### config.mk
export PLATFORM = sky130hd
export DESIGN_NAME = nonlinear_pose_smoothing_filter
export DESIGN_NICKNAME = d
export VERILOG_FILES = /design/src/rtl/npsf_pkg.sv /design/src/rtl/nonlinear_pose_smoothing_filter.sv
export VERILOG_INCLUDE_DIRS = /design/src /design/src/rtl
export SDC_FILE = /design/constraint.sdc
export NUM_CORES = 2
export LEC_CHECK = 0
export BUFFER_PORTS_ARGS = -buffer_cell sky130_fd_sc_hd__buf_4
export CAP_MARGIN = 20
export CORE_UTILIZATION = 55
export DETAILED_ROUTE_END_ITERATION = 6
export PLACE_DENSITY = 0.8
export RECOVER_POWER = 50
export SKIP_LAST_GASP = 1
export SYNTH_ARGS = -nofsm -noshare
export SYNTH_HDL_FRONTEND = slang
export SYNTH_SLANG_ARGS = --single-unit
### constraint.sdc
create_clock -name clk -period 23.4 [get_ports clk]
set_input_delay 4.68 -clock clk [delete_from_list [all_inputs] [get_ports clk]]
set_output_delay 4.68 -clock clk [all_outputs]
set_load 0.03 [all_outputs]
### src/rtl/nonlinear_pose_smoothing_filter_macros.svh
// ----------------------------------------------------------------------------
// nonlinear_pose_smoothing_filter_macros
// assertion macros used by the pose smoothing filter rtl
// ----------------------------------------------------------------------------
`ifndef NONLINEAR_POSE_SMOOTHING_FILTER_MACROS_SVH
`define NONLINEAR_POSE_SMOOTHING_FILTER_MACROS_SVH

`ifndef NO_ASSERTIONS

// antecedent implies consequent in the same cycle
`define NPSF_ASSERT_NOW(lbl, ante, cons, msg) \
  lbl: assert property (@(posedge clk) disable iff (rst) (ante) |-> (cons)) \
    else $error(msg);

// antecedent implies consequent in the next cycle
`define NPSF_ASSERT_NEXT(lbl, ante, cons, msg) \
  lbl: assert property (@(posedge clk) disable iff (rst) (ante) |=> (cons)) \
    else $error(msg);

`else

`define NPSF_ASSERT_NOW(lbl, ante, cons, msg)
`define NPSF_ASSERT_NEXT(lbl, ante, cons, msg)

`endif

`endif

### src/rtl/npsf_pkg.sv
// ----------------------------------------------------------------------------
// npsf_pkg
// constants of the pose smoothing filter
// ----------------------------------------------------------------------------
`default_nettype none

package npsf_pkg;

  localparam int NPSF_CHANNELS   = 6;
  localparam int NPSF_TZ_LANE    = 5;
  localparam int NPSF_FACTOR_W   = 24;
  localparam int NPSF_FACTOR_FRAC = 16;
  localparam int NPSF_TZ_SHIFT   = 2;   // tz uses four times the factor
  localparam int NPSF_FRAME_W    = 32;

  localparam logic [NPSF_FACTOR_W-1:0] NPSF_FACTOR_RESET = 24'd65536;

  typedef logic [2:0] npsf_state_t;

endpackage

`default_nettype wire

### src/rtl/nonlinear_pose_smoothing_filter.sv
// ----------------------------------------------------------------------------
// nonlinear_pose_smoothing_filter
// six-channel adaptive nonlinear smoothing of a pose frame, bit-serial
// ----------------------------------------------------------------------------
// usage:
//   in channel (in_valid/in_ready) takes one raw pose frame; out channel
//   (out_valid/out_ready) returns the six filtered values and the frame number
//   each channel stores y' = y + sign(d) * floor(|d|^2 / (|d| + k)), d = x - y, with 4k for k on tz
//   cfg_wr_en/cfg_wr_data write the smoothing factor k (unsigned q8.16);
//   write it only while the block is idle
// timing:
//   six lanes run side by side; each squares |d| one multiplier bit per cycle
//   and then divides one quotient bit per cycle; an accepted item passes
//   through the delta, multiply, divide and done states in that order, and
//   the block takes no new item until the last one has left the done state
//   in_ready is high only while no item is being worked on
// stall: the result sits in the output register; the next item may be taken
//   and computed meanwhile, it then waits until the output register is free
// reset: filtered values clear to zero, factor returns to 1.0, out_valid low
// ----------------------------------------------------------------------------
`default_nettype none

`include "nonlinear_pose_smoothing_filter_macros.svh"

module nonlinear_pose_smoothing_filter
  import npsf_pkg::*;
#(
  parameter int VALUE_WIDTH = 32,
  parameter int FRAC_BITS   = 16
) (
  input  wire logic                            clk,
  input  wire logic                            rst,
  // configuration
  input  wire logic                            cfg_wr_en,
  input  wire logic [NPSF_FACTOR_W-1:0]        cfg_wr_data,
  // input items
  input  wire logic                            in_valid,
  output logic                                 in_ready,
  input  wire logic signed [VALUE_WIDTH-1:0]   raw_heading,
  input  wire logic signed [VALUE_WIDTH-1:0]   raw_pitch,
  input  wire logic signed [VALUE_WIDTH-1:0]   raw_roll,
  input  wire logic signed [VALUE_WIDTH-1:0]   raw_shift_x,
  input  wire logic signed [VALUE_WIDTH-1:0]   raw_shift_y,
  input  wire logic signed [VALUE_WIDTH-1:0]   raw_shift_z,
  input  wire logic [NPSF_FRAME_W-1:0]         frame_number,
  // result items
  output logic                                 out_valid,
  input  wire logic                            out_ready,
  output logic signed [VALUE_WIDTH-1:0]        smooth_heading,
  output logic signed [VALUE_WIDTH-1:0]        smooth_pitch,
  output logic signed [VALUE_WIDTH-1:0]        smooth_roll,
  output logic signed [VALUE_WIDTH-1:0]        smooth_shift_x,
  output logic signed [VALUE_WIDTH-1:0]        smooth_shift_y,
  output logic signed [VALUE_WIDTH-1:0]        smooth_shift_z,
  output logic [NPSF_FRAME_W-1:0]              frame_number_out
);

  localparam int W   = VALUE_WIDTH;
  // factor alignment to FRAC_BITS fraction bits
  localparam int SHL = (FRAC_BITS > NPSF_FACTOR_FRAC) ? FRAC_BITS - NPSF_FACTOR_FRAC : 0;
  localparam int SHR = (FRAC_BITS < NPSF_FACTOR_FRAC) ? NPSF_FACTOR_FRAC - FRAC_BITS : 0;
  localparam int KW  = NPSF_FACTOR_W + NPSF_TZ_SHIFT + SHL;
  // divisor width: holds |d| + k without overflow
  localparam int DW  = ((W > KW) ? W : KW) + 1;
  localparam int CW  = $clog2(W);
  localparam logic [CW-1:0] CNT_LAST = CW'(W - 1);

  // sequencer states
  localparam npsf_state_t ST_IDLE  = 3'd0;
  localparam npsf_state_t ST_DELTA = 3'd1;
  localparam npsf_state_t ST_MUL   = 3'd2;
  localparam npsf_state_t ST_DIV   = 3'd3;
  localparam npsf_state_t ST_DONE  = 3'd4;

  npsf_state_t state;
  logic [CW-1:0] cnt;

  logic [NPSF_FACTOR_W-1:0] factor;
  logic [KW-1:0]            k_al;
  logic [KW-1:0]            kz_al;

  // per-lane registers
  logic [W-1:0]  filt  [NPSF_CHANNELS];  // stored filtered value
  logic [W-1:0]  xin   [NPSF_CHANNELS];  // captured raw value
  logic          neg   [NPSF_CHANNELS];  // sign of delta
  logic [W-1:0]  mag   [NPSF_CHANNELS];  // |delta|, multiplicand
  logic [W-1:0]  hi    [NPSF_CHANNELS];  // upper product half
  logic [W-1:0]  lo    [NPSF_CHANNELS];  // multiplier, low product, quotient
  logic [DW-1:0] rem   [NPSF_CHANNELS];  // partial remainder
  logic [DW-1:0] dvs   [NPSF_CHANNELS];  // divisor |delta| + k, 4k on tz
  logic          dz    [NPSF_CHANNELS];  // divisor is zero
  logic [NPSF_FRAME_W-1:0] frame_reg;

  // per-lane combinational terms
  logic [W-1:0]  raw_arr   [NPSF_CHANNELS];
  logic [W:0]    delta_c   [NPSF_CHANNELS];
  logic [W-1:0]  mag_c     [NPSF_CHANNELS];
  logic [DW-1:0] dvs_c     [NPSF_CHANNELS];
  logic [W:0]    psum_c    [NPSF_CHANNELS];
  logic [DW:0]   r2_c      [NPSF_CHANNELS];
  logic [DW:0]   rdiff_c   [NPSF_CHANNELS];
  logic          qbit_c    [NPSF_CHANNELS];
  logic [W-1:0]  step_c    [NPSF_CHANNELS];
  logic [W-1:0]  newv_c    [NPSF_CHANNELS];

  logic in_fire;
  logic out_load;

  assign in_ready = (state == ST_IDLE);
  assign in_fire  = in_valid && in_ready;
  // result moves into the output register once it is free or being drained
  assign out_load = (state == ST_DONE) && (!out_valid || out_ready);

  // aligned factors; tz takes the product before alignment
  assign k_al  = (KW'(factor) << SHL) >> SHR;
  assign kz_al = ((KW'(factor) << NPSF_TZ_SHIFT) << SHL) >> SHR;

  assign raw_arr[0] = raw_heading;
  assign raw_arr[1] = raw_pitch;
  assign raw_arr[2] = raw_roll;
  assign raw_arr[3] = raw_shift_x;
  assign raw_arr[4] = raw_shift_y;
  assign raw_arr[5] = raw_shift_z;

  always_comb begin
    for (int i = 0; i < NPSF_CHANNELS; i++) begin
      // delta and magnitude, one bit wider to keep the sign
      delta_c[i] = {xin[i][W-1], xin[i]} - {filt[i][W-1], filt[i]};
      mag_c[i]   = delta_c[i][W] ? W'(-delta_c[i]) : delta_c[i][W-1:0];
      dvs_c[i]   = DW'(mag_c[i]) + ((i == NPSF_TZ_LANE) ? DW'(kz_al) : DW'(k_al));
      // shift-add square step: add multiplicand when multiplier bit is set
      psum_c[i]  = {1'b0, hi[i]} + (lo[i][0] ? {1'b0, mag[i]} : '0);
      // restoring divide step: bring in the next numerator bit
      r2_c[i]    = {rem[i], lo[i][W-1]};
      rdiff_c[i] = r2_c[i] - {1'b0, dvs[i]};
      qbit_c[i]  = (r2_c[i] >= {1'b0, dvs[i]});
      // zero divisor gives zero gain
      step_c[i]  = dz[i] ? '0 : lo[i];
      newv_c[i]  = neg[i] ? (filt[i] - step_c[i]) : (filt[i] + step_c[i]);
    end
  end

  // control
  always_ff @(posedge clk) begin
    if (rst) begin
      state     <= ST_IDLE;
      cnt       <= '0;
      out_valid <= 1'b0;
      factor    <= NPSF_FACTOR_RESET;
    end else begin
      if (cfg_wr_en) begin
        factor <= cfg_wr_data;
      end
      if (out_load) begin
        out_valid <= 1'b1;
      end else if (out_ready) begin
        out_valid <= 1'b0;
      end
      case (state)
        ST_IDLE: begin
          if (in_fire) begin
            state <= ST_DELTA;
          end
        end
        ST_DELTA: begin
          cnt   <= '0;
          state <= ST_MUL;
        end
        ST_MUL: begin
          if (cnt == CNT_LAST) begin
            cnt   <= '0;
            state <= ST_DIV;
          end else begin
            cnt <= cnt + 1'b1;
          end
        end
        ST_DIV: begin
          if (cnt == CNT_LAST) begin
            cnt   <= '0;
            state <= ST_DONE;
          end else begin
            cnt <= cnt + 1'b1;
          end
        end
        ST_DONE: begin
          if (out_load) begin
            state <= ST_IDLE;
          end
        end
        default: begin
          state <= ST_IDLE;
        end
      endcase
    end
  end

  // filtered state, reset to zero
  always_ff @(posedge clk) begin
    for (int i = 0; i < NPSF_CHANNELS; i++) begin
      if (rst) begin
        filt[i] <= '0;
      end else if (out_load) begin
        filt[i] <= newv_c[i];
      end
    end
  end

  // lane datapath
  always_ff @(posedge clk) begin
    for (int i = 0; i < NPSF_CHANNELS; i++) begin
      case (state)
        ST_IDLE: begin
          if (in_fire) begin
            xin[i] <= raw_arr[i];
          end
        end
        ST_DELTA: begin
          neg[i] <= delta_c[i][W];
          mag[i] <= mag_c[i];
          dvs[i] <= dvs_c[i];
          dz[i]  <= (dvs_c[i] == '0);
          hi[i]  <= '0;
          lo[i]  <= mag_c[i];
        end
        ST_MUL: begin
          hi[i] <= psum_c[i][W:1];
          lo[i] <= {psum_c[i][0], lo[i][W-1:1]};
          // on the last bit the upper product half seeds the remainder
          if (cnt == CNT_LAST) begin
            rem[i] <= DW'(psum_c[i][W:1]);
          end
        end
        ST_DIV: begin
          rem[i] <= qbit_c[i] ? rdiff_c[i][DW-1:0] : r2_c[i][DW-1:0];
          lo[i]  <= {lo[i][W-2:0], qbit_c[i]};
        end
        default: begin
        end
      endcase
    end
  end

  always_ff @(posedge clk) begin
    if (in_fire) begin
      frame_reg <= frame_number;
    end
  end

  // output register
  always_ff @(posedge clk) begin
    if (out_load) begin
      smooth_heading   <= newv_c[0];
      smooth_pitch     <= newv_c[1];
      smooth_roll      <= newv_c[2];
      smooth_shift_x   <= newv_c[3];
      smooth_shift_y   <= newv_c[4];
      smooth_shift_z   <= newv_c[5];
      frame_number_out <= frame_reg;
    end
  end

  // an accepted item always starts the delta step
  `NPSF_ASSERT_NEXT(a_fire_to_delta, in_fire, state == ST_DELTA, "item not started")
  // output register takes the value that became the stored state
  `NPSF_ASSERT_NEXT(a_out_matches_state, out_load,
                    out_valid && smooth_heading == filt[0] && smooth_shift_z == filt[5],
                    "output differs from stored state")
  // tz lane partial remainder stays below the divisor unless the divisor is zero
  `NPSF_ASSERT_NOW(a_rem_bound, state == ST_DIV, dz[NPSF_TZ_LANE] || rem[NPSF_TZ_LANE] < dvs[NPSF_TZ_LANE],
                   "remainder out of range")

endmodule

`default_nettype wire
# ---- Yosys cells after proc, flatten, opt, wreduce, memory -nomap -nowiden
# Memories as Yosys holds them, arrays and structs flattened.
# Cells that the tools add are included.
dict set report classes {
  order_cmp 6
  n_addsub 43
  reduce_logical 15
  eq_ne 9
  mux 86
  bitwise 30
}
# op count
set ops {}
lappend ops {{$mux W32} 48}
lappend ops {{$mux W33} 12}
lappend ops {{$ge A34 B33 Y1} 6}
lappend ops {{$add A32 B32 Y33} 6}
lappend ops {{$logic_not A33 Y1} 6}
lappend ops {{$sub A32 B32 Y33} 6}
lappend ops {{$sub A33 B33 Y33} 6}
lappend ops {{$add A32 B32 Y32} 6}
lappend ops {{$neg A32 Y32} 6}
lappend ops {{$sub A32 B32 Y32} 6}
lappend ops {{$add A32 B24 Y33} 5}
lappend ops {{$add A32 B26 Y33} 1}
lappend ops {{$or A1 B1 Y1} 30}
lappend ops {{$mux W1} 19}
lappend ops {{$pmux W3 S5} 1}
lappend ops {{$mux W3} 4}
lappend ops {{$pmux W5 S2} 1}
lappend ops {{$eq A3 B2 Y1 const B} 2}
lappend ops {{$ne A2 B2 Y1 const B} 3}
lappend ops {{$add A5 B1 Y5 const B} 1}
lappend ops {{$eq A5 B5 Y1 const B} 1}
lappend ops {{$mux W5} 1}
lappend ops {{$reduce_and A4 Y1} 1}
lappend ops {{$reduce_bool A2 Y1} 2}
lappend ops {{other kinds (8)} 9}
dict set report word_totals {
  reg_bits 289
  memories 9
  ramBits 1368
  input_bits 253
}
# memory words width read_ports rd_clocked_by_memory_dff write_ports line_no
set memory_table {}
lappend memory_table {dvs 6 33 6 0 6 nonlinear_pose_smoothing_filter.sv:90} ;# logic [DW-1:0] dvs [NPSF_CHANNELS];
lappend memory_table {rem 6 33 6 0 6 nonlinear_pose_smoothing_filter.sv:89} ;# logic [DW-1:0] rem [NPSF_CHANNELS];
lappend memory_table {filt 6 32 6 0 6 nonlinear_pose_smoothing_filter.sv:83} ;# logic [W-1:0] filt [NPSF_CHANNELS];
lappend memory_table {hi 6 32 6 0 6 nonlinear_pose_smoothing_filter.sv:87} ;# logic [W-1:0] hi [NPSF_CHANNELS];
lappend memory_table {lo 6 32 6 0 6 nonlinear_pose_smoothing_filter.sv:88} ;# logic [W-1:0] lo [NPSF_CHANNELS];
lappend memory_table {mag 6 32 6 0 6 nonlinear_pose_smoothing_filter.sv:86} ;# logic [W-1:0] mag [NPSF_CHANNELS];
lappend memory_table {{3 more memories} - - - - - -}

# ---- Depth between registers and ports, before layout
dict set report depth {
  depth_word 7
  ltp_mapped 33
}

# ---- Least setup slack after synthesis
# No wires, ideal clock.
dict set report synth_timing {
  path_type {reg-to-reg}
  startpoint {register state[2]}
  endpoint {memory dvs[0][0] (netlist bit) (enable)}
  required_ps 22230
  stages_incl_launch_ff 4
  arrival_ps 17169
  setup_ps 1170
  slack_ps 5061
  n_path_buf 1
  cell_sequence {dfxtp_1 clkbuf_1 nand2b_1 nor2_1}
}
# item line_no
set synth_rtl {}
lappend synth_rtl {{start: declaration} nonlinear_pose_smoothing_filter.sv:75} ;# npsf_state_t state;
lappend synth_rtl {{start signal: assignment} nonlinear_pose_smoothing_filter.sv:146} ;# state <= ST_IDLE;
lappend synth_rtl {{start signal: assignment} nonlinear_pose_smoothing_filter.sv:162} ;# state <= ST_DELTA;
lappend synth_rtl {{start signal: assignment} nonlinear_pose_smoothing_filter.sv:167} ;# state <= ST_MUL;
lappend synth_rtl {{end: declaration} nonlinear_pose_smoothing_filter.sv:90}

==> run metrics <==
grt peak-use layer met2; post-route minimum period 14990 ps; power density over the cells roughly 94 nW/um^2; crit path DAT between 15000 and 20000 ps; maximum vdd ir drop 89.0 uV; starting density of the core between 50% and 60%; wire per inst 20.8 microns; Antenna Nets Post-Route 0; Worst-Margin Slew between 10000 and 15000 ps; Max Buffers Root-to-Sink 3; register area share after synthesis between 40 and 50%; core area approximately 210000 sq um; DR vias around 94000; ys flop type edfxtp_1; Max Fclk 66.7 MHz; layout net count approximately 14000; kind of critical path reg2reg; status finished with violations; Startpoint Class flop; CTS resizes 0; commonest cells after routing, fill and taps aside edfxtp_1, nor2_1, a21oi_1; drt drc 3; CTS sink cnt between 1500 and 2000; Slew Limit Fails between 1500 and 2000; Final Wtd Congestion 0.956; Tot GR Track Use between 20% and 30%; filler cell count in the final layout about 17000; area delta synth->final 10.6%; Syn Area/Cell approximately 9.8 sq um; die width around 460 microns; DP HPWL roughly 230000 microns; clk_skew ~34 ps; critical path fanouts, max around 170; period utilization between 60% and 70%; TNS Setup 0 ps; postcts setup bufs 0; most common cell after layout, fill and taps aside edfxtp_1; TritonCTS clock tree done; Final Cell Area around 130000 sq um; top-area cell type share of the netlist area about two fifths; grt met2 use between 40% and 50%; initial antenna violation count 13; H-tree levels 4; met1 usage 36.6%; post-synth cell types approximately 110; vias in the first global route between 90000 and 100k; Congestion Overflow GR 0; fraction of registers with async set/reset 0%; Largest regs dvs: 198 flops, rem: 198 flops; Synth Cell Area roughly 120000 sq um; Yosys warnings 0; CTS clk-pin slew, worst paths 60 ps; CP Capture Type flop; # setup viols final 0; cells after synthesis roughly 12000; Site Rows ~170; height of the die about 460 microns; dpl cell area approximately 120000 sq um; MaxCap Viol Count 30; CTS Hold Bufs 0; Fin. Hold Viols 0; initial DRC count 7963; clock latency on the worst-skew pair 870 ps; IO Pins around 480; Power Total between 10 and 15 mW; HP Class reg2reg; first-pass GRT wire length 500000 microns; failing checks DRC, capacitance limit, slew limit; Pre-Repair DR Iteration Count 7; Data required, critical path between 20000 and 25000 ps; RSZ-0062 raised after global routing false; CTS Buf Count 184; Yosys reg bits ~1700; share of layout cells above drive strength 1 7.35%; leading area contributor after synthesis edfxtp_1; largest net degree at the start of global routing 170; Mapped Nets approximately 13000; Leak a little over 50 nW; Root Buffer Master clkbuf_16; die area around 210000 sq um; port buffer count around 480; Post-Route WL between 300000 and 400000 microns; top post-synthesis cells by area edfxtp_1, ha_1, xnor2_1; Slew HR -578%; GR met3 Demand/Resource around 4.1%; vias per cell 6.13; number of synthesized flops with an enable pin around 1600
through the flow:
stage / hold slack (ps) / setup slack, ps / cells / util [%]
finish: 418 / 8410 / 15400 / 61.5
global route: 427 / 7440 / 15400 / 61.5
CTS: 420 / 14390 / 15400 / 61.7
detailed placement: 405 / 14430 / 15000 / 58.8
global placement: 400 / 14680 / 15000 / 58.8
floorplan: 400 / 5060 / 12000 / -
power by group:
group | switching, mW | internal (mW)
Sequential | 0.255 | 3.98
Combinational | 3.05 | 1.88
Clock | 1.27 | 1.68
final cells by class:
class | count | area [sq um] | area share [%]
Antenna cell | 17 | 42.5 | 0.0329
Clock buffer | 219 | 4840 | 3.74
Clock inverter | 116 | 1160 | 0.895
Inverter | 732 | 2760 | 2.13
Multi-Input combinational cell | 9266 | 63600 | 49.2
Sequential cell | 1655 | 49400 | 38.2
Tap cell | 2805 | 3510 | 2.71
Timing Repair Buffer | 585 | 4100 | 3.17
metal layers:
metal | routed length, microns | share of wire (%)
met1 | 129000 | 40
met4 | 15700 | 4.9
met3 | 22700 | 7.1
met2 | 152000 | 48
met5 | 35 | 0.011
logic make-up (layout without fill, tap and decap cells):
| logic type | count (synthesis) | count (layout) | synth area share (%) |
|---|---|---|---|
| AND/OR/NAND/NOR | 3800 | 3800 | 16.2 |
| buffers and inverters | 1073 | 1652 | 3.46 |
| other | 0 | 17 | 0 |
| multiplexers | 285 | 285 | 2.47 |
| flip-flops | 1655 | 1655 | 42.2 |
| AO/OA/AOI/OAI | 3180 | 3180 | 17.3 |
| adder cells (fa/ha/maj) | 971 | 971 | 10.6 |
| XOR/XNOR | 1030 | 1030 | 7.73 |
final timing paths:
| path | startpoint | to | slack (ps) | cells after the start |
|---|---|---|---|---|
| max | state[0] | mag[3][28] | 8410 | 4 |
| min | frame_reg[19] | frame_number_out[19] | 420 | 0 |
| max reg2reg | state[0] | mag[3][28] | 8410 | 4 |
| min reg2reg | frame_reg[19] | frame_number_out[19] | 420 | 0 |
Yosys cell counts, types with 93 or more instances:
master,number
or3_1,98
xnor2_1,668
mux2i_1,260
a21oi_1,1015
o21ai_0,635
xor2_1,359
a31oi_1,98
a21o_1,329
nor3_1,271
a211oi_1,155
ha_1,941
nor2b_1,193
and3_1,105
o21a_1,222
o211ai_1,93
edfxtp_1,1622
nor2_1,1201
clkbuf_1,306
nand2b_1,169
nand3_1,216
o21bai_1,103
nand2_1,652
inv_1,728
and2_1,492
critical path: stages, from the launching register on:
cell      delay, ps
dfxtp_1        2090
nand2b_1        450
nor2_1         1830
clkbuf_1       7170
clkbuf_1       2670
(Power assumes the default switching activity.)
